===== src/hdl/ansi_color_span_parser_top_defines.svh =====
// ----------------------------------------------------------------------------
// ANSI color span parser assertion macros
// Shared concurrent assertion forms for the span parser.
// ----------------------------------------------------------------------------
`ifndef ANSI_COLOR_SPAN_PARSER_TOP_DEFINES_SVH
`define ANSI_COLOR_SPAN_PARSER_TOP_DEFINES_SVH

// Same-cycle implication, disabled during reset.
`define ASCP_ASSERT_IMPL(label, clk, rst, ante, cons, msg) \
   label: assert property (@(posedge clk) disable iff (rst) (ante) |-> (cons)) \
      else $error(msg);

// Next-cycle implication, disabled during reset.
`define ASCP_ASSERT_NEXT(label, clk, rst, ante, cons, msg) \
   label: assert property (@(posedge clk) disable iff (rst) (ante) |=> (cons)) \
      else $error(msg);

`endif


===== src/hdl/ascp_pkg.sv =====
// ----------------------------------------------------------------------------
// ascp_pkg
// Types and constants for the ANSI SGR color span parser.
// ----------------------------------------------------------------------------
package ascp_pkg;

   // Parse modes
   localparam logic [2:0] MODE_TEXT   = 3'd0;
   localparam logic [2:0] MODE_ESC    = 3'd1;
   localparam logic [2:0] MODE_EXPECT = 3'd2;
   localparam logic [2:0] MODE_NUMBER = 3'd3;
   localparam logic [2:0] MODE_ERROR  = 3'd4;

   // Result kinds
   localparam logic [1:0] KIND_SPAN  = 2'd0;
   localparam logic [1:0] KIND_END   = 2'd1;
   localparam logic [1:0] KIND_ERROR = 2'd2;

   // Characters
   localparam logic [7:0] CHAR_ESC   = 8'h1B;
   localparam logic [7:0] CHAR_LBRK  = 8'h5B;
   localparam logic [7:0] CHAR_M     = 8'h6D;
   localparam logic [7:0] CHAR_SEMI  = 8'h3B;
   localparam logic [7:0] CHAR_ZERO  = 8'h30;
   localparam logic [7:0] CHAR_NINE  = 8'h39;

   // SGR codes
   localparam int SGR_RESET   = 0;
   localparam int SGR_EXT_FG  = 38;
   localparam int SGR_RGB     = 2;
   localparam int SGR_DEFAULT = 39;
   localparam int SGR_FG_LO   = 30;
   localparam int SGR_FG_HI   = 37;

   localparam int           MAX_PARAMS = 5;
   localparam int           PIDX_BITS  = 3;
   localparam logic [7:0]   COMP_FULL  = 8'hFF;

   // One input beat
   typedef struct packed {
      logic [7:0] text_byte;
      logic       final_byte;
   } ascp_item_type;

   // One result beat, with a flag telling whether it is produced
   typedef struct packed {
      logic        emit;
      logic [1:0]  result_kind;
      logic [15:0] span_start;
      logic [15:0] span_length;
      logic        color_set;
      logic [7:0]  red;
      logic [7:0]  green;
      logic [7:0]  blue;
      logic        end_of_results;
   } ascp_result_type;

   // Parser status seen by the top level
   typedef struct packed {
      logic [2:0] mode;
      logic       at_start;
   } ascp_status_type;

endpackage


===== src/hdl/ascp_if.sv =====
// ----------------------------------------------------------------------------
// ascp_req_if / ascp_rsp_if
// Valid/ready channels for input bytes and parser results.
// ----------------------------------------------------------------------------
interface ascp_req_if;
   logic       valid;
   logic       ready;
   logic [7:0] text_byte;
   logic       final_byte;

   modport source (output valid, output text_byte, output final_byte, input ready);
   modport sink   (input valid, input text_byte, input final_byte, output ready);
endinterface

interface ascp_rsp_if;
   logic        valid;
   logic        ready;
   logic [1:0]  result_kind;
   logic [15:0] span_start;
   logic [15:0] span_length;
   logic        color_set;
   logic [7:0]  red;
   logic [7:0]  green;
   logic [7:0]  blue;
   logic        end_of_results;

   modport source (output valid, output result_kind, output span_start,
                   output span_length, output color_set, output red,
                   output green, output blue, output end_of_results,
                   input ready);
   modport sink   (input valid, input result_kind, input span_start,
                   input span_length, input color_set, input red,
                   input green, input blue, input end_of_results,
                   output ready);
endinterface


===== src/hdl/ascp_in_stage.sv =====
// ----------------------------------------------------------------------------
// ascp_in_stage
// Input register: holds one byte beat until the parser consumes it.
// ----------------------------------------------------------------------------
module ascp_in_stage
   import ascp_pkg::*;
(
   input  logic          clock,
   input  logic          reset,
   ascp_req_if.sink      req_port,
   input  logic          advance,
   output logic          item_valid,
   output ascp_item_type item
);

   logic          valid_ff, valid_in;
   ascp_item_type item_ff, item_in;
   logic          take;

   // Take a new beat when empty or when the held beat moves on this cycle
   assign req_port.ready = !valid_ff || advance;
   assign take           = req_port.valid && req_port.ready;

   always_comb begin
      valid_in = valid_ff;
      item_in  = item_ff;
      if (take) begin
         valid_in           = 1'b1;
         item_in.text_byte  = req_port.text_byte;
         item_in.final_byte = req_port.final_byte;
      end else if (advance) begin
         valid_in = 1'b0;
      end
   end

   always_ff @(posedge clock) begin
      if (reset) begin
         valid_ff <= 1'b0;
      end else begin
         valid_ff <= valid_in;
      end
      item_ff <= item_in;
   end

   assign item_valid = valid_ff;
   assign item       = item_ff;

endmodule


===== src/hdl/ascp_parse.sv =====
// ----------------------------------------------------------------------------
// ascp_parse
// Parser state and one-step next-state / result logic per byte.
// ----------------------------------------------------------------------------
module ascp_parse
   import ascp_pkg::*;
#(
   parameter int POSITION_BITS = 16,
   parameter int PARAM_BITS    = 16
)(
   input  logic            clock,
   input  logic            reset,
   input  logic            step,
   input  ascp_item_type   item,
   output ascp_result_type result,
   output ascp_status_type status
);

   localparam logic [POSITION_BITS-1:0] POS_MAX = '1;
   localparam logic [PARAM_BITS-1:0]    PAR_MAX = '1;

   // State registers
   logic [2:0]               mode_ff, mode_in;
   logic [POSITION_BITS-1:0] position_ff, position_in;
   logic [POSITION_BITS-1:0] span_begin_ff, span_begin_in;
   logic                     seen_ff, seen_in;
   logic                     color_valid_ff, color_valid_in;
   logic [7:0]               red_ff, red_in, green_ff, green_in, blue_ff, blue_in;
   logic [PIDX_BITS-1:0]     count_ff, count_in;
   logic [PARAM_BITS-1:0]    params_ff [MAX_PARAMS];
   logic [PARAM_BITS-1:0]    param_wdata;
   logic [PIDX_BITS-1:0]     param_widx;
   logic                     param_we;

   // Datapath helpers
   logic [7:0]               b;
   logic                     fin, is_digit;
   logic [3:0]               digit;
   logic [PIDX_BITS-1:0]     last_idx;
   logic [PARAM_BITS-1:0]    last_val;
   logic [PARAM_BITS+3:0]    mac;
   logic [PARAM_BITS-1:0]    mac_sat;
   logic [PARAM_BITS-1:0]    code;
   logic [2:0]               prim;
   logic [POSITION_BITS-1:0] pos_m1;
   logic [POSITION_BITS:0]   pos_p1, end_len;
   logic [POSITION_BITS:0]   begin_wide;
   logic                     end_span;

   assign b        = item.text_byte;
   assign fin      = item.final_byte;
   assign is_digit = (b >= CHAR_ZERO) && (b <= CHAR_NINE);
   assign digit    = b[3:0];

   // Decimal accumulate on the last parameter, saturating
   assign last_idx = count_ff - PIDX_BITS'(1);
   assign last_val = params_ff[last_idx];
   assign mac      = {1'b0, last_val, 3'b000} + {3'b000, last_val, 1'b0}
                     + (PARAM_BITS+4)'(digit);
   assign mac_sat  = (mac[PARAM_BITS+3:PARAM_BITS] != 4'd0) ? PAR_MAX
                                                             : mac[PARAM_BITS-1:0];

   assign code = params_ff[0];
   assign prim = 3'(code - PARAM_BITS'(SGR_FG_LO));

   assign pos_m1 = position_ff - POSITION_BITS'(1);
   assign pos_p1 = {1'b0, position_ff} + (POSITION_BITS+1)'(1);

   // Next state and result
   always_comb begin
      mode_in        = mode_ff;
      position_in    = position_ff;
      span_begin_in  = span_begin_ff;
      seen_in        = seen_ff;
      color_valid_in = color_valid_ff;
      red_in         = red_ff;
      green_in       = green_ff;
      blue_in        = blue_ff;
      count_in       = count_ff;
      param_we       = 1'b0;
      param_widx     = count_ff;
      param_wdata    = PARAM_BITS'(digit);
      result         = '0;
      end_len        = '0;
      end_span       = 1'b0;
      begin_wide     = {1'b0, span_begin_ff};

      case (mode_ff)
         MODE_TEXT: begin
            if (b == CHAR_ESC) mode_in = MODE_ESC;
         end
         MODE_ESC: begin
            if (b == CHAR_LBRK) begin
               if (fin) begin
                  mode_in = MODE_ERROR;
               end else begin
                  // close text before the sequence
                  if ((position_ff != '0) && (pos_m1 > span_begin_ff)) begin
                     result.emit        = 1'b1;
                     result.result_kind = KIND_SPAN;
                     result.span_start  = 16'(span_begin_ff);
                     result.span_length = 16'(pos_m1 - span_begin_ff);
                     result.color_set   = color_valid_ff;
                     result.red         = red_ff;
                     result.green       = green_ff;
                     result.blue        = blue_ff;
                  end
                  mode_in  = MODE_EXPECT;
                  seen_in  = 1'b1;
                  count_in = '0;
               end
            end else if (b != CHAR_ESC) begin
               mode_in = MODE_TEXT;
            end
         end
         MODE_EXPECT, MODE_NUMBER: begin
            if (is_digit) begin
               if (mode_ff == MODE_EXPECT) begin
                  if (count_ff < PIDX_BITS'(MAX_PARAMS)) param_we = 1'b1;
                  if (count_ff <= PIDX_BITS'(MAX_PARAMS))
                     count_in = count_ff + PIDX_BITS'(1);
               end else if ((count_ff != '0) && (count_ff <= PIDX_BITS'(MAX_PARAMS))) begin
                  param_we    = 1'b1;
                  param_widx  = last_idx;
                  param_wdata = mac_sat;
               end
               mode_in = MODE_NUMBER;
            end else if (b == CHAR_SEMI) begin
               mode_in = (mode_ff == MODE_NUMBER) ? MODE_EXPECT : MODE_ERROR;
            end else if (b == CHAR_M) begin
               // apply the SGR sequence
               if ((count_ff == PIDX_BITS'(MAX_PARAMS))
                   && (params_ff[0] == PARAM_BITS'(SGR_EXT_FG))
                   && (params_ff[1] == PARAM_BITS'(SGR_RGB))) begin
                  color_valid_in = 1'b1;
                  red_in         = params_ff[2][7:0];
                  green_in       = params_ff[3][7:0];
                  blue_in        = params_ff[4][7:0];
               end else if (count_ff != '0) begin
                  if ((code == PARAM_BITS'(SGR_RESET)) || (code == PARAM_BITS'(SGR_DEFAULT))) begin
                     color_valid_in = 1'b0;
                     red_in         = '0;
                     green_in       = '0;
                     blue_in        = '0;
                  end else if ((code >= PARAM_BITS'(SGR_FG_LO))
                               && (code <= PARAM_BITS'(SGR_FG_HI))) begin
                     color_valid_in = 1'b1;
                     red_in         = prim[0] ? COMP_FULL : 8'd0;
                     green_in       = prim[1] ? COMP_FULL : 8'd0;
                     blue_in        = prim[2] ? COMP_FULL : 8'd0;
                  end
               end
               mode_in       = MODE_TEXT;
               span_begin_in = pos_p1[POSITION_BITS-1:0];
               // full-width start, so a sequence closing on the last offset leaves no span
               begin_wide    = pos_p1;
            end else begin
               mode_in = MODE_ERROR;
            end
         end
         default: begin
            mode_in = MODE_ERROR;
         end
      endcase

      if (fin) begin
         // final byte: one result, then back to the reset state
         result.emit           = 1'b1;
         result.end_of_results = 1'b1;
         if ((mode_in == MODE_TEXT) || (mode_in == MODE_ESC)) begin
            end_span = seen_in && (pos_p1 > begin_wide);
            end_len  = pos_p1 - begin_wide;
            if (end_span) begin
               result.result_kind = KIND_SPAN;
               result.span_start  = 16'(span_begin_in);
               result.span_length = 16'(end_len);
               result.color_set   = color_valid_in;
               result.red         = red_in;
               result.green       = green_in;
               result.blue        = blue_in;
            end else begin
               result.result_kind = KIND_END;
            end
         end else begin
            result.result_kind = KIND_ERROR;
         end
         mode_in        = MODE_TEXT;
         position_in    = '0;
         span_begin_in  = '0;
         seen_in        = 1'b0;
         color_valid_in = 1'b0;
         red_in         = '0;
         green_in       = '0;
         blue_in        = '0;
         count_in       = '0;
      end else if (position_ff == POS_MAX) begin
         mode_in = MODE_ERROR;
      end else begin
         position_in = pos_p1[POSITION_BITS-1:0];
      end
   end

   // Control state
   always_ff @(posedge clock) begin
      if (reset) begin
         mode_ff        <= MODE_TEXT;
         position_ff    <= '0;
         span_begin_ff  <= '0;
         seen_ff        <= 1'b0;
         color_valid_ff <= 1'b0;
         red_ff         <= '0;
         green_ff       <= '0;
         blue_ff        <= '0;
         count_ff       <= '0;
      end else if (step) begin
         mode_ff        <= mode_in;
         position_ff    <= position_in;
         span_begin_ff  <= span_begin_in;
         seen_ff        <= seen_in;
         color_valid_ff <= color_valid_in;
         red_ff         <= red_in;
         green_ff       <= green_in;
         blue_ff        <= blue_in;
         count_ff       <= count_in;
      end
   end

   // Parameter store, written only when a digit lands
   always_ff @(posedge clock) begin
      if (step && param_we) begin
         params_ff[param_widx] <= param_wdata;
      end
   end

   assign status.mode     = mode_ff;
   assign status.at_start = (mode_ff == MODE_TEXT) && (position_ff == '0) && !seen_ff;

endmodule


===== src/hdl/ascp_out_stage.sv =====
// ----------------------------------------------------------------------------
// ascp_out_stage
// Result register: holds one result beat until the sink takes it.
// ----------------------------------------------------------------------------
module ascp_out_stage
   import ascp_pkg::*;
(
   input  logic            clock,
   input  logic            reset,
   input  logic            load,
   input  ascp_result_type result,
   output logic            out_free,
   ascp_rsp_if.source      rsp_port
);

   logic            valid_ff, valid_in;
   ascp_result_type data_ff, data_in;

   assign out_free = !valid_ff || rsp_port.ready;

   always_comb begin
      valid_in = valid_ff;
      data_in  = data_ff;
      if (load) begin
         valid_in = 1'b1;
         data_in  = result;
      end else if (rsp_port.ready) begin
         valid_in = 1'b0;
      end
   end

   always_ff @(posedge clock) begin
      if (reset) begin
         valid_ff <= 1'b0;
      end else begin
         valid_ff <= valid_in;
      end
      data_ff <= data_in;
   end

   assign rsp_port.valid          = valid_ff;
   assign rsp_port.result_kind    = data_ff.result_kind;
   assign rsp_port.span_start     = data_ff.span_start;
   assign rsp_port.span_length    = data_ff.span_length;
   assign rsp_port.color_set      = data_ff.color_set;
   assign rsp_port.red            = data_ff.red;
   assign rsp_port.green          = data_ff.green;
   assign rsp_port.blue           = data_ff.blue;
   assign rsp_port.end_of_results = data_ff.end_of_results;

endmodule


===== src/hdl/ansi_color_span_parser_top.sv =====
// ----------------------------------------------------------------------------
// ansi_color_span_parser_top
// Path: a byte beat taken on req waits in the input register; the parse step
// sits between it and the result register, the only point of backpressure.
// Throughput: one byte per cycle while the result register is not stalled.
// Reset: synchronous, active high; returns the parser to text mode at offset 0.
// ----------------------------------------------------------------------------
`include "ansi_color_span_parser_top_defines.svh"

module ansi_color_span_parser_top
   import ascp_pkg::*;
#(
   parameter int POSITION_BITS = 16,
   parameter int PARAM_BITS    = 16
)(
   input  logic       clock,
   input  logic       reset,
   ascp_req_if.sink   req_port,
   ascp_rsp_if.source rsp_port
);

   logic            item_valid;
   ascp_item_type   item;
   logic            out_free;
   logic            advance;
   ascp_result_type result;
   ascp_status_type status;

   // Parse step fires when a byte is held and the result slot can take it
   assign advance = item_valid && out_free;

   ascp_in_stage u_in (
      .clock      (clock),
      .reset      (reset),
      .req_port   (req_port),
      .advance    (advance),
      .item_valid (item_valid),
      .item       (item)
   );

   ascp_parse #(
      .POSITION_BITS (POSITION_BITS),
      .PARAM_BITS    (PARAM_BITS)
   ) u_parse (
      .clock  (clock),
      .reset  (reset),
      .step   (advance),
      .item   (item),
      .result (result),
      .status (status)
   );

   ascp_out_stage u_out (
      .clock    (clock),
      .reset    (reset),
      .load     (advance && result.emit),
      .result   (result),
      .out_free (out_free),
      .rsp_port (rsp_port)
   );

   // Checks
   `ASCP_ASSERT_NEXT(a_final_clears, clock, reset, advance && item.final_byte, status.at_start, "parser not back at start after final byte")
   `ASCP_ASSERT_IMPL(a_mid_is_span, clock, reset, rsp_port.valid && !rsp_port.end_of_results, rsp_port.result_kind == KIND_SPAN, "non-final result is not a span")
   `ASCP_ASSERT_IMPL(a_nonspan_zero, clock, reset, rsp_port.valid && (rsp_port.result_kind != KIND_SPAN), (rsp_port.span_length == 16'd0) && !rsp_port.color_set && (rsp_port.red == 8'd0), "end or error beat carries span data")
   `ASCP_ASSERT_IMPL(a_plain_color, clock, reset, rsp_port.valid && !rsp_port.color_set, (rsp_port.red == 8'd0) && (rsp_port.green == 8'd0) && (rsp_port.blue == 8'd0), "uncolored beat carries a color")

endmodule


===== src/flat_wrapper.sv =====
// flat-port wrapper written by rule: the top's interface ports become plain ports
module ansi_color_span_parser_top_flat import ascp_pkg::*;
#(
   parameter int POSITION_BITS = 16,
   parameter int PARAM_BITS    = 16
)
  (clock, reset, req_port_valid, req_port_text_byte, req_port_final_byte, req_port_ready, rsp_port_valid, rsp_port_result_kind, rsp_port_span_start, rsp_port_span_length, rsp_port_color_set, rsp_port_red, rsp_port_green, rsp_port_blue, rsp_port_end_of_results, rsp_port_ready);
  ascp_req_if req_port_i ();
  ascp_rsp_if rsp_port_i ();
  input  logic clock;
  input  logic reset;
  input wire logic [$bits(req_port_i.valid)-1:0] req_port_valid;
  input wire logic [$bits(req_port_i.text_byte)-1:0] req_port_text_byte;
  input wire logic [$bits(req_port_i.final_byte)-1:0] req_port_final_byte;
  output wire logic [$bits(req_port_i.ready)-1:0] req_port_ready;
  output wire logic [$bits(rsp_port_i.valid)-1:0] rsp_port_valid;
  output wire logic [$bits(rsp_port_i.result_kind)-1:0] rsp_port_result_kind;
  output wire logic [$bits(rsp_port_i.span_start)-1:0] rsp_port_span_start;
  output wire logic [$bits(rsp_port_i.span_length)-1:0] rsp_port_span_length;
  output wire logic [$bits(rsp_port_i.color_set)-1:0] rsp_port_color_set;
  output wire logic [$bits(rsp_port_i.red)-1:0] rsp_port_red;
  output wire logic [$bits(rsp_port_i.green)-1:0] rsp_port_green;
  output wire logic [$bits(rsp_port_i.blue)-1:0] rsp_port_blue;
  output wire logic [$bits(rsp_port_i.end_of_results)-1:0] rsp_port_end_of_results;
  input wire logic [$bits(rsp_port_i.ready)-1:0] rsp_port_ready;
  assign req_port_i.valid = req_port_valid;
  assign req_port_i.text_byte = req_port_text_byte;
  assign req_port_i.final_byte = req_port_final_byte;
  assign req_port_ready = req_port_i.ready;
  assign rsp_port_valid = rsp_port_i.valid;
  assign rsp_port_result_kind = rsp_port_i.result_kind;
  assign rsp_port_span_start = rsp_port_i.span_start;
  assign rsp_port_span_length = rsp_port_i.span_length;
  assign rsp_port_color_set = rsp_port_i.color_set;
  assign rsp_port_red = rsp_port_i.red;
  assign rsp_port_green = rsp_port_i.green;
  assign rsp_port_blue = rsp_port_i.blue;
  assign rsp_port_end_of_results = rsp_port_i.end_of_results;
  assign rsp_port_i.ready = rsp_port_ready;
  ansi_color_span_parser_top #(.POSITION_BITS(POSITION_BITS), .PARAM_BITS(PARAM_BITS)) u_core (.clock(clock), .reset(reset), .req_port(req_port_i), .rsp_port(rsp_port_i));
endmodule

===== config.mk =====
export PLATFORM = sky130hd
export DESIGN_NAME = ansi_color_span_parser_top_flat
export DESIGN_NICKNAME = d
export VERILOG_FILES = /design/src/hdl/ascp_pkg.sv /design/src/hdl/ascp_if.sv /design/src/hdl/ascp_in_stage.sv /design/src/hdl/ascp_parse.sv /design/src/hdl/ascp_out_stage.sv /design/src/hdl/ansi_color_span_parser_top.sv /design/src/flat_wrapper.sv
export VERILOG_INCLUDE_DIRS = /design/src /design/src/hdl
export SDC_FILE = /design/constraint.sdc
export NUM_CORES = 1
export LEC_CHECK = 0
export BUFFER_PORTS_ARGS = -buffer_cell sky130_fd_sc_hd__buf_2
export CAP_MARGIN = 25
export CORE_MARGIN = 1.5
export CORE_UTILIZATION = 40
export CTS_CLUSTER_SIZE = 40
export DETAILED_ROUTE_END_ITERATION = 8
export SLEW_MARGIN = 5
export SYNTH_ARGS = -nofsm -noshare
export SYNTH_HDL_FRONTEND = slang
export SYNTH_SLANG_ARGS = --single-unit

===== constraint.sdc =====
create_clock -name clock -period 6.15 [get_ports clock]
set_clock_uncertainty 0.15 [all_clocks]
set_input_delay 0.3075 -clock clock [delete_from_list [all_inputs] [get_ports clock]]
set_output_delay 0.3075 -clock clock [all_outputs]
set_load 0.005 [all_outputs]

# ---- Yosys cells after proc, flatten, opt, wreduce, memory -nomap -nowiden
# Memory sizes are Yosys's and may differ from the RTL's.
# Index checks and enable logic that the tools add are counted.
dict set report totals {
  reg_bits 135
  output_inout_bits 62
  input_bits 13
  ramBits 80
  word_cells 187
  mem_count 1
}
# name words width read_ports rd_ports_with_merged_regs wr line
set mem_list {}
lappend mem_list {u_core.u_parse.params_ff 5 16 6 0 1 ascp_parse.sv:30} ;# logic [PARAM_BITS-1:0] params_ff [MAX_PARAMS];
dict set report op_classes {
  addsub 9
  reduce_logical 29
  order_cmp 8
  eq_ne 19
  mux 100
}
# operator n
set op_table {}
lappend op_table {{60-bit 2-to-1 mux} 4}
lappend op_table {{8-bit 2-to-1 mux} 30}
lappend op_table {{16-bit 2-to-1 mux} 12}
lappend op_table {{57-bit 2-to-1 mux} 2}
lappend op_table {{17-bit 2-to-1 mux} 4}
lappend op_table {{61-bit 2-to-1 mux} 1}
lappend op_table {{3-bit 2-to-1 mux} 19}
lappend op_table {{16-bit by 6-bit == test with 1-bit output, second input constant} 2}
lappend op_table {{16-bit subtractor} 2}
lappend op_table {{1-bit 2-to-1 mux} 25}
lappend op_table {{19-bit by 17-bit adder with 20-bit output} 1}
lappend op_table {{20-bit by 4-bit adder with 20-bit output} 1}
lappend op_table {{16-bit by 1-bit adder with 17-bit output, second input constant} 1}
lappend op_table {{17-bit greater-than comparator} 1}
lappend op_table {{16-bit == test, second input constant} 1}
lappend op_table {{16-bit by 2-bit == test with 1-bit output, second input constant} 1}
lappend op_table {{8-bit by 7-bit == test with 1-bit output, second input constant} 2}
lappend op_table {{16-bit by 5-bit >= comparator with 1-bit output, second input constant} 1}
lappend op_table {{16-bit greater-than comparator} 1}
lappend op_table {{16-bit by 6-bit <= comparator with 1-bit output, second input constant} 1}
lappend op_table {{16-bit zero test} 1}
lappend op_table {{16-bit nonzero test} 1}
lappend op_table {{16-bit by 1-bit subtractor with 16-bit output, second input constant} 1}
lappend op_table {{3-bit by 2-bit != test with 1-bit output, second input constant} 4}
lappend op_table {{27 further kinds} 46}

# ---- Longest topological paths before layout
# Gate-level depths: netlist of run 1.
# An unclocked memory read counts as a cell.
dict set report depth {
  word_depth 16
  depth_mapped 19
  mapped_depth_nobuf 15
}

# ---- By module
# A second synthesis of run 1 with hierarchy kept.
dict set report unflattened {
  hier_cells 1236
  area_unflattened_um2 14174.8
}
# mod seq_area_each_um2 area_each_um2 cells_each instances
set by_module_without_submodules {}
lappend by_module_without_submodules {ascp_parse 5124.9 11989.0 1156 1}
lappend by_module_without_submodules {ascp_out_stage 1821.7 1848.0 64 1}
lappend by_module_without_submodules {ascp_in_stage 290.3 325.3 14 1}
lappend by_module_without_submodules {ansi_color_span_parser_top 0.0 12.5 2 1}

# ---- Worst setup path after synthesis of run 1
# OpenSTA, ideal clock, no wires.
dict set report synth_timing {
  path_type {reg-to-reg}
  from {register u_core.u_parse.count_ff[0]}
  to {memory u_core.u_parse.params_ff[0][10] (data pin)}
  n_path_buf 4
  path_stages_with_launch 19
  period_less_slack_ns 5.508
  t_arrival_ns 5.065
  required_ns 5.707
  slack_ns 0.642
  setup_ns 0.293
  path_cell_list {dfxtp_1 > buf_1 > inv_1 > ha_1 > clkbuf_1 > clkbuf_1 > mux4_2 > mux2_2 > fa_1 > inv_1 > fa_1 > nor2b_1 > o31a_1 > o221ai_2 > a211oi_1 > o221ai_1 > a211oi_4 > buf_6 > a21oi_2}
}
dict set report synth_via {
  elab_chain_cells 10
  elab_cells_between_ends 13
  classes_between {add/sub (3); order compare (1); mux (5); reduce/logical (3); memory (1)}
}
# item line
set synth_lines {}
lappend synth_lines {{from (decl)} ascp_parse.sv:29} ;# logic [PIDX_BITS-1:0] count_ff, count_in;
lappend synth_lines {{from (signal assigned)} ascp_parse.sv:224} ;# count_ff <= count_in;
lappend synth_lines {{3-bit by 1-bit subtractor with 3-bit output} ascp_parse.sv:56} ;# assign last_idx = count_ff - PIDX_BITS'(1);
lappend synth_lines {{memory read 5 x 16 bit} -}
lappend synth_lines {{19-bit by 17-bit adder with 20-bit output} ascp_parse.sv:58} ;# assign mac = {1'b0, last_val, 3'b000} + {3'b000, last_val, 1'b0}
lappend synth_lines {{20-bit by 4-bit adder with 20-bit output} ascp_parse.sv:59} ;# + (PARAM_BITS+4)'(digit);
lappend synth_lines {{4-bit nonzero test} ascp_parse.sv:60} ;# assign mac_sat = (mac[PARAM_BITS+3:PARAM_BITS] != 4'd0) ? PAR_MAX
lappend synth_lines {{16-bit 2-to-1 mux} ascp_parse.sv:60}
lappend synth_lines {{16-bit 2-to-1 mux *} ascp_parse.sv:122} ;# end else if ((count_ff != '0) && (count_ff <= PIDX_BITS'(MAX_PARAMS))) begin
lappend synth_lines {{16-bit 2-to-1 mux *} ascp_parse.sv:118} ;# if (mode_ff == MODE_EXPECT) begin
lappend synth_lines {{16-bit 2-to-1 mux *} ascp_parse.sv:117} ;# if (is_digit) begin
lappend synth_lines {{16-bit 2-to-1 mux *} ascp_parse.sv:88} ;# case (mode_ff)
lappend synth_lines {{named net u_core.u_parse.param_wdata[10]} ascp_parse.sv:31} ;# logic [PARAM_BITS-1:0] param_wdata;
lappend synth_lines {{to (decl)} ascp_parse.sv:30}
# Mark *: on every way through the listed nets, which the timed path passes. The rest lies on a longest branch.

# ---- Worst setup path in the final report of run 1
dict set report layout_timing {
  from {register u_core.u_parse.count_ff[1]}
  to {memory u_core.u_parse.params_ff[7][15] (data pin)}
}
# Same word-level chain as after synthesis.

==> results of run 1 <==
==> through the flow <==
step           cells  power (uW)  worst slack (ps)
6_report        1829        3897             739.3
3_3_place_gp    1759        2093             874.8
4_1_cts         1826        3940             739.6
3_5_place_dp    1760        2094             755.7
2_1_floorplan   1254        2044             642.2
5_1_grt         1829        4024             337.3
==> flip-flops by register name, indices dropped and copies added, names as in the netlist <==
name                                  flops
u_core.u_parse.seen_ff                    1
u_core.u_out.rsp_port.span_length        16
u_core.u_parse.span_begin_ff             16
u_core.u_out.rsp_port.blue                8
u_core.u_in.item                          9
u_core.u_parse.params_ff                128
u_core.u_out.rsp_port.end_of_results      1
u_core.u_out.rsp_port.color_set           1
u_core.u_out.rsp_port.span_start         16
u_core.u_parse.count_ff                   3
u_core.u_parse.position_ff               16
u_core.u_parse.color_valid_ff             1
u_core.u_in.item_valid                    1
u_core.u_parse.green_ff                   8
u_core.u_parse.blue_ff                    8
u_core.u_parse.mode_ff                    3
u_core.u_out.rsp_port.valid               1
u_core.u_out.rsp_port.red                 8
u_core.u_out.rsp_port.green               8
u_core.u_out.rsp_port.result_kind         2
u_core.u_parse.red_ff                     8
==> power groups by stage <==
stage               sequential, uW  clock [uW]  combinational [uW]
floorplan                     1940           0                 101
global placement              1940           0                 149
detailed placement            1940           0                 149
CTS                           1910        1880                 156
global route                  1910        1940                 173
finish                        1910        1830                 157
==> cell usage after synthesis, types with 25 or more instances <==
| master | instances |
|---|---|
| edfxtp_1 | 197 |
| nor2_1 | 104 |
| ha_1 | 70 |
| nand2_1 | 70 |
| dfxtp_1 | 66 |
| a21oi_1 | 55 |
| o22ai_1 | 46 |
| inv_1 | 45 |
| clkbuf_1 | 40 |
| o21ai_0 | 37 |
| mux4_2 | 32 |
| o21a_1 | 32 |
| xor2_1 | 29 |
| o21ai_1 | 27 |
| nor3_1 | 25 |
==> layout make-up <==
cell class / count / area [sq um] / share of cell area (%)
clock buffers: 39 / 824.5 / 4.983
clock inverters: 15 / 197.7 / 1.195
inverters: 46 / 172.7 / 1.043
multi-input cells: 881 / 6713 / 40.56
flip-flops and latches: 263 / 7238 / 43.74
well taps: 461 / 576.8 / 3.486
repair buffers: 124 / 825.8 / 4.990
==> critical path, delay by kind of cell, from the launching register on <==
| family | cells | cell delay [ps] |
|---|---|---|
| buffers and inverters | 3 | 500 |
| multiplexers | 1 | 450 |
| adder cells (fa/ha/maj) | 3 | 1310 |
| XOR/XNOR | 1 | 580 |
| AO/OA/AOI/OAI | 6 | 1490 |
| AND/OR/NAND/NOR | 1 | 160 |
| flip-flops | 1 | 440 |
==> worst max path at each step <==
stage,to,cells after the start
after detailed placement,u_core.u_parse.params_ff[7][15],15
final,u_core.u_parse.params_ff[7][15],15
after CTS,u_core.u_parse.params_ff[7][15],15
after floorplan,u_core.u_parse.params_ff[0][10],18
after global routing,u_core.u_parse.params_ff[7][15],15
after global placement,u_core.u_parse.params_ff[5][15],15
==> cell families after synthesis <==
kind of cell / after synthesis / synth area share [%]
compound gates: 354 / 17.25
xor+xnor: 54 / 3.338
fa+ha+maj: 74 / 6.641
buf+inv: 110 / 3.164
flops: 263 / 50.28
mux: 59 / 7.050
simple gates: 340 / 12.27
==> routing by layer <==
metal / vias up / track usage [%]
met5: - / 0
met4: 0 / 5.456
met3: 58 / 3.655
met2: 287 / 30.76
met1: 5169 / 27.88
li1: 4995 / -
==> results.cfg, run 1 <==
[run_status]
status = complete, no violations

[min_path]
hp-class = in -> reg
hold_start = reset
holdPathEnd = u_core.u_parse.span_begin_ff[11]
min_path_cells = 3

[floorplan]
initial_core_util_pct = 40.57
coreArea_sq_um = 35480
die_area_sq_um = 37130
ios = 75
chipWidth_microns = 192.7
placementRows = 69
die_h_microns = 192.7

[pwr]
switching_share_pct = 21.17
internal_power_uw = 3072
powerDensity_nw_per_um2 = 235.5
vdd_drop_max_mv = 0.2153
p_comb_share_pct = 4.0
share_seq_of_total_power_pct = 48.9
power.leakage_uw = 0.006020
clock_power_share_pct = 47.0
power_switching_uw = 825.1

[placed_design]
place.gp.congestion = 0.9130
dpl-instance-area_sq_um = 15360
io_buffers = 74
dpl.hpwl_mm = 25.64

[detailed_routing]
finalWirelength_mm = 36.51
route.met2.wl_mm = 16.34
initialDrtViolationCount = 713
wl_met3_mm = 2.116
firstDrtPassIters = 5
ant_nets = 0
dr_total_vias = 10509
drc = 0
wl_met1_mm = 17.26
top_layer = met4
via_per_inst = 5.746
wl_per_cell_microns = 19.96

[cts]
clock_latency_ps = 590
numCtsBuffers = 29
root_buffer = clkbuf_16
cts_tree = yes
ctsHtreeMaxLevel = 1
postCtsSetupRepairBufs = 0
clk_pin_slew_ps = 60
cts_buffer_depth = 3
cts_hold_buf = 12
cts.sinks = 263
cts_resized = 0

[setup_path]
slowest_stage = xor2_2
arrival_ps = 5540
rrSetupSlack_ps = 740
max_stage_delay_ps = 580
path_class = reg -> reg
critPathLaunchType = register
worstPathCellList = inv_1, ha_1, xor2_2, mux2_2, fa_1, inv_1, fa_1, nor2b_1, o31a_1, o221ai_2, a211oi_1, o221ai_1, a211oi_4, buf_4, a21oi_1
cp.required_ps = 6280
timing.rr.end = u_core.u_parse.params_ff[7][15]
r2r-start = u_core.u_parse.count_ff[1]
rr_worst_depth = 15
endpoint_kind = register
worstPathMaxFanout = 10
cp-startpoint = u_core.u_parse.count_ff[1]

[global_routing]
antenna_found_initial = 0
grt_usage_pct = 19.69
grt_pass1_wl_mm = 56.74
grt_pass1_vias = 10032
grt_max_degree = 50
grt.overflow.total = 0

[finish]
final_common_cell = edfxtp_1
utilization_pct = 46.64
fillers = 3211
drive_gt1_share_pct = 18.93
final_cell_mix = 197 x edfxtp_1, 103 x nor2_1, 74 x buf_2, 70 x nand2_1, 70 x ha_1
design_area_sq_um = 16550
antenna-diode-count = 0
syn_to_final_growth_pct = 14.97
nNetsFinal = 1432

[run]
drv_cap = 0

[sta]
slew_headroom_pct = 50.25
setup_viol = 0
fin_setup_tns_ps = 0
tightest_slew_ps = 738.1
rsz0062_at_grt = false
hold_viol_final = 0
drv_slew = 0
fmax_mhz = 184.8
timing.final.crit_share_pct = 87.98
hold_ws_ps = 138.7
fin_crit_ps = 5411

[synth]
netlist_instances = 1254
yosysWarnings = 0
synth_top_area_share_pct = 41.10
yosysTopAreaCell = edfxtp_1
synth_area_sq_um = 14390
synth.area.top_cells = edfxtp_1 41%, dfxtp_1 9.2%, ha_1 6.1%, mux4_2 5.0%, nor2_1 2.7%
ys_async_sr_fraction_pct = 0
yosysSeqAreaShare_pct = 50.28
synth_cell_types = 87
synthFlopType = edfxtp_1
synth_nets = 1341
syn_area_per_cell_sq_um = 11.48
synth_edf_count = 197
yosys_register_bits = 263
Power figures use the tool's default switching activity.
==> inputs of run 2 (changes only) <==
CTS_BUF_LIST = sky130_fd_sc_hd__clkbuf_4   (was default)
==> results.cfg, run 2 (same netlist as run 1, synthesis figures left out) <==
[placed_design]
io_buffers = 74
dpl_worst_slack_ps = 755.7
dpl.hpwl_mm = 25.64
dpl-instance-area_sq_um = 15360
place.gp.congestion = 0.9130

[finish]
final_cell_mix = 197 x edfxtp_1, 103 x nor2_1, 103 x clkbuf_4, 74 x buf_2
largest_register_ffs = 128
design_area_sq_um = 16520
syn_to_final_growth_pct = 14.80
nNetsFinal = 1479
drive_gt1_share_pct = 22.37
top_register = u_core.u_parse.params_ff
final_common_cell = edfxtp_1

[pwr]
powerDensity_nw_per_um2 = 223.0
switching_share_pct = 23.18
vdd_drop_max_mv = 0.1199
total_power_uw = 3685
internal_power_uw = 2831
clock_power_share_pct = 44.0
p_comb_share_pct = 4.3
power.leakage_uw = 0.006105
power_switching_uw = 854.3
share_seq_of_total_power_pct = 51.7

[global_routing]
grt.overflow.total = 0
grt_usage_pct = 20.25
grt_max_degree = 50
grt_pass1_wl_mm = 57.58
grt_pass1_vias = 10455
antenna_found_initial = 1

[setup_path]
slowest_stage = xor2_2
worstPathCellList = inv_1, ha_1, xor2_2, mux2_2, fa_1, inv_1, fa_1, nor2b_1, o31a_1, o221ai_2, a211oi_1, o221ai_1, a211oi_4, buf_4, a21oi_1
arrival_ps = 5690
critPathLaunchType = register
max_stage_delay_ps = 590
critPathBufInv = 3
cp_top_family = compound AO/OA/AOI/OAI gates
endpoint_kind = register
path_class = reg -> reg
cp.required_ps = 6430
rrSetupSlack_ps = 740
worstPathMaxFanout = 10
timing.rr.end = u_core.u_parse.params_ff[4][15]
rr_worst_depth = 15
r2r-start = u_core.u_parse.count_ff[1]

[detailed_routing]
wl_per_cell_microns = 19.24
ant_nets = 0
initialDrtViolationCount = 661
dr_total_vias = 10802
firstDrtPassIters = 5
drc = 0
via_per_inst = 5.638
finalWirelength_mm = 36.87

[floorplan]
die_h_microns = 192.7
initial_core_util_pct = 40.57
chipWidth_microns = 192.7
coreArea_sq_um = 35480
placementRows = 69
die_area_sq_um = 37130
ios = 75

[cts]
cts.sinks = 263
cts_tree = yes
ctsHtreeMaxLevel = 3
clock_latency_ps = 730
postCtsSetupRepairBufs = 0
numCtsBuffers = 74
root_buffer = clkbuf_4
cts_resized = 0
cts_buffer_depth = 3
clk_pin_slew_ps = 70

[min_path]
min_path_cells = 2
holdPathEnd = u_core.u_in.item[5]
hp-class = in -> reg
hold_start = req_port_text_byte[4]

[run_status]
status = complete, no violations

[sta]
drv_slew = 0
fin_setup_tns_ps = 0
hold_viol_final = 0
fin_crit_ps = 5413
rsz0062_at_grt = false
tightest_slew_ps = 749.9
hold_ws_ps = 163.8
setup_viol = 0
fin_ws_ps = 736.8
slew_headroom_pct = 49.46
fmax_mhz = 184.7
timing.final.crit_share_pct = 88.02

[run]
drv_cap = 0
## run 2: cell count changes in the layout (fill, tap and decap cells not counted), sizes merged
cell	before	now
inv	47	49
clkinv	7	28
clkinvlp	3	1
diode	0	2
dlygate4sd3	12	14
clkbuf	40	104
bufinv	4	2
## run 2: cell type report
cell class                 instances  area [sq um]
antenna                            2         5.005
clock buffer                     103         773.2
clock inverter                    34         200.2
fill                            3284         18960
inverter                          46         172.7
multi-input combinational        881          6713
sequential                       263          7238
tap                              461         576.8
timing repair buffer             126         845.8
## run 2: power by group through the flow
stage / registers (uW) / clock network, uW / logic (uW)
6_report: 1910 / 1620 / 158
5_1_grt: 1910 / 1780 / 174
4_1_cts: 1910 / 1680 / 157
3_5_place_dp: 1940 / 0 / 149
3_3_place_gp: 1940 / 0 / 149
2_1_floorplan: 1940 / 0 / 101
## run 2: per-layer routing
layer  part of all wire (%)  global-route usage [%]
met1                     47                   27.63
met2                     45                   30.59
met3                    6.3                   5.474
met4                    2.4                   7.692
met5                      0                       0
## run 2: worst max-delay path by stage
stage | cells after the start | endpoint | slack, ps | startpoint
3_3_place_gp | 15 | u_core.u_parse.params_ff[5][15] | 870 | u_core.u_parse.count_ff[1]
5_1_grt | 15 | u_core.u_parse.params_ff[4][15] | 330 | u_core.u_parse.count_ff[1]
4_1_cts | 15 | u_core.u_parse.params_ff[4][15] | 730 | u_core.u_parse.count_ff[1]
3_5_place_dp | 15 | u_core.u_parse.params_ff[7][15] | 760 | u_core.u_parse.count_ff[1]
6_report | 15 | u_core.u_parse.params_ff[4][15] | 740 | u_core.u_parse.count_ff[1]
2_1_floorplan | 18 | u_core.u_parse.params_ff[0][10] | 640 | u_core.u_parse.count_ff[0]
## run 2: per-stage QoR
stage | util [%] | cells
after floorplan | - | 1254
after global placement | 43.26 | 1759
after detailed placement | 43.28 | 1760
after CTS | 46.42 | 1911
after global routing | 46.56 | 1915
final | 46.57 | 1916
## run 2: what timing repair did
item,4_1_cts,5_1_grt
hold buffers,14,0
setup endpoints to repair,0,0
endpoints found under the hold margin,51,0
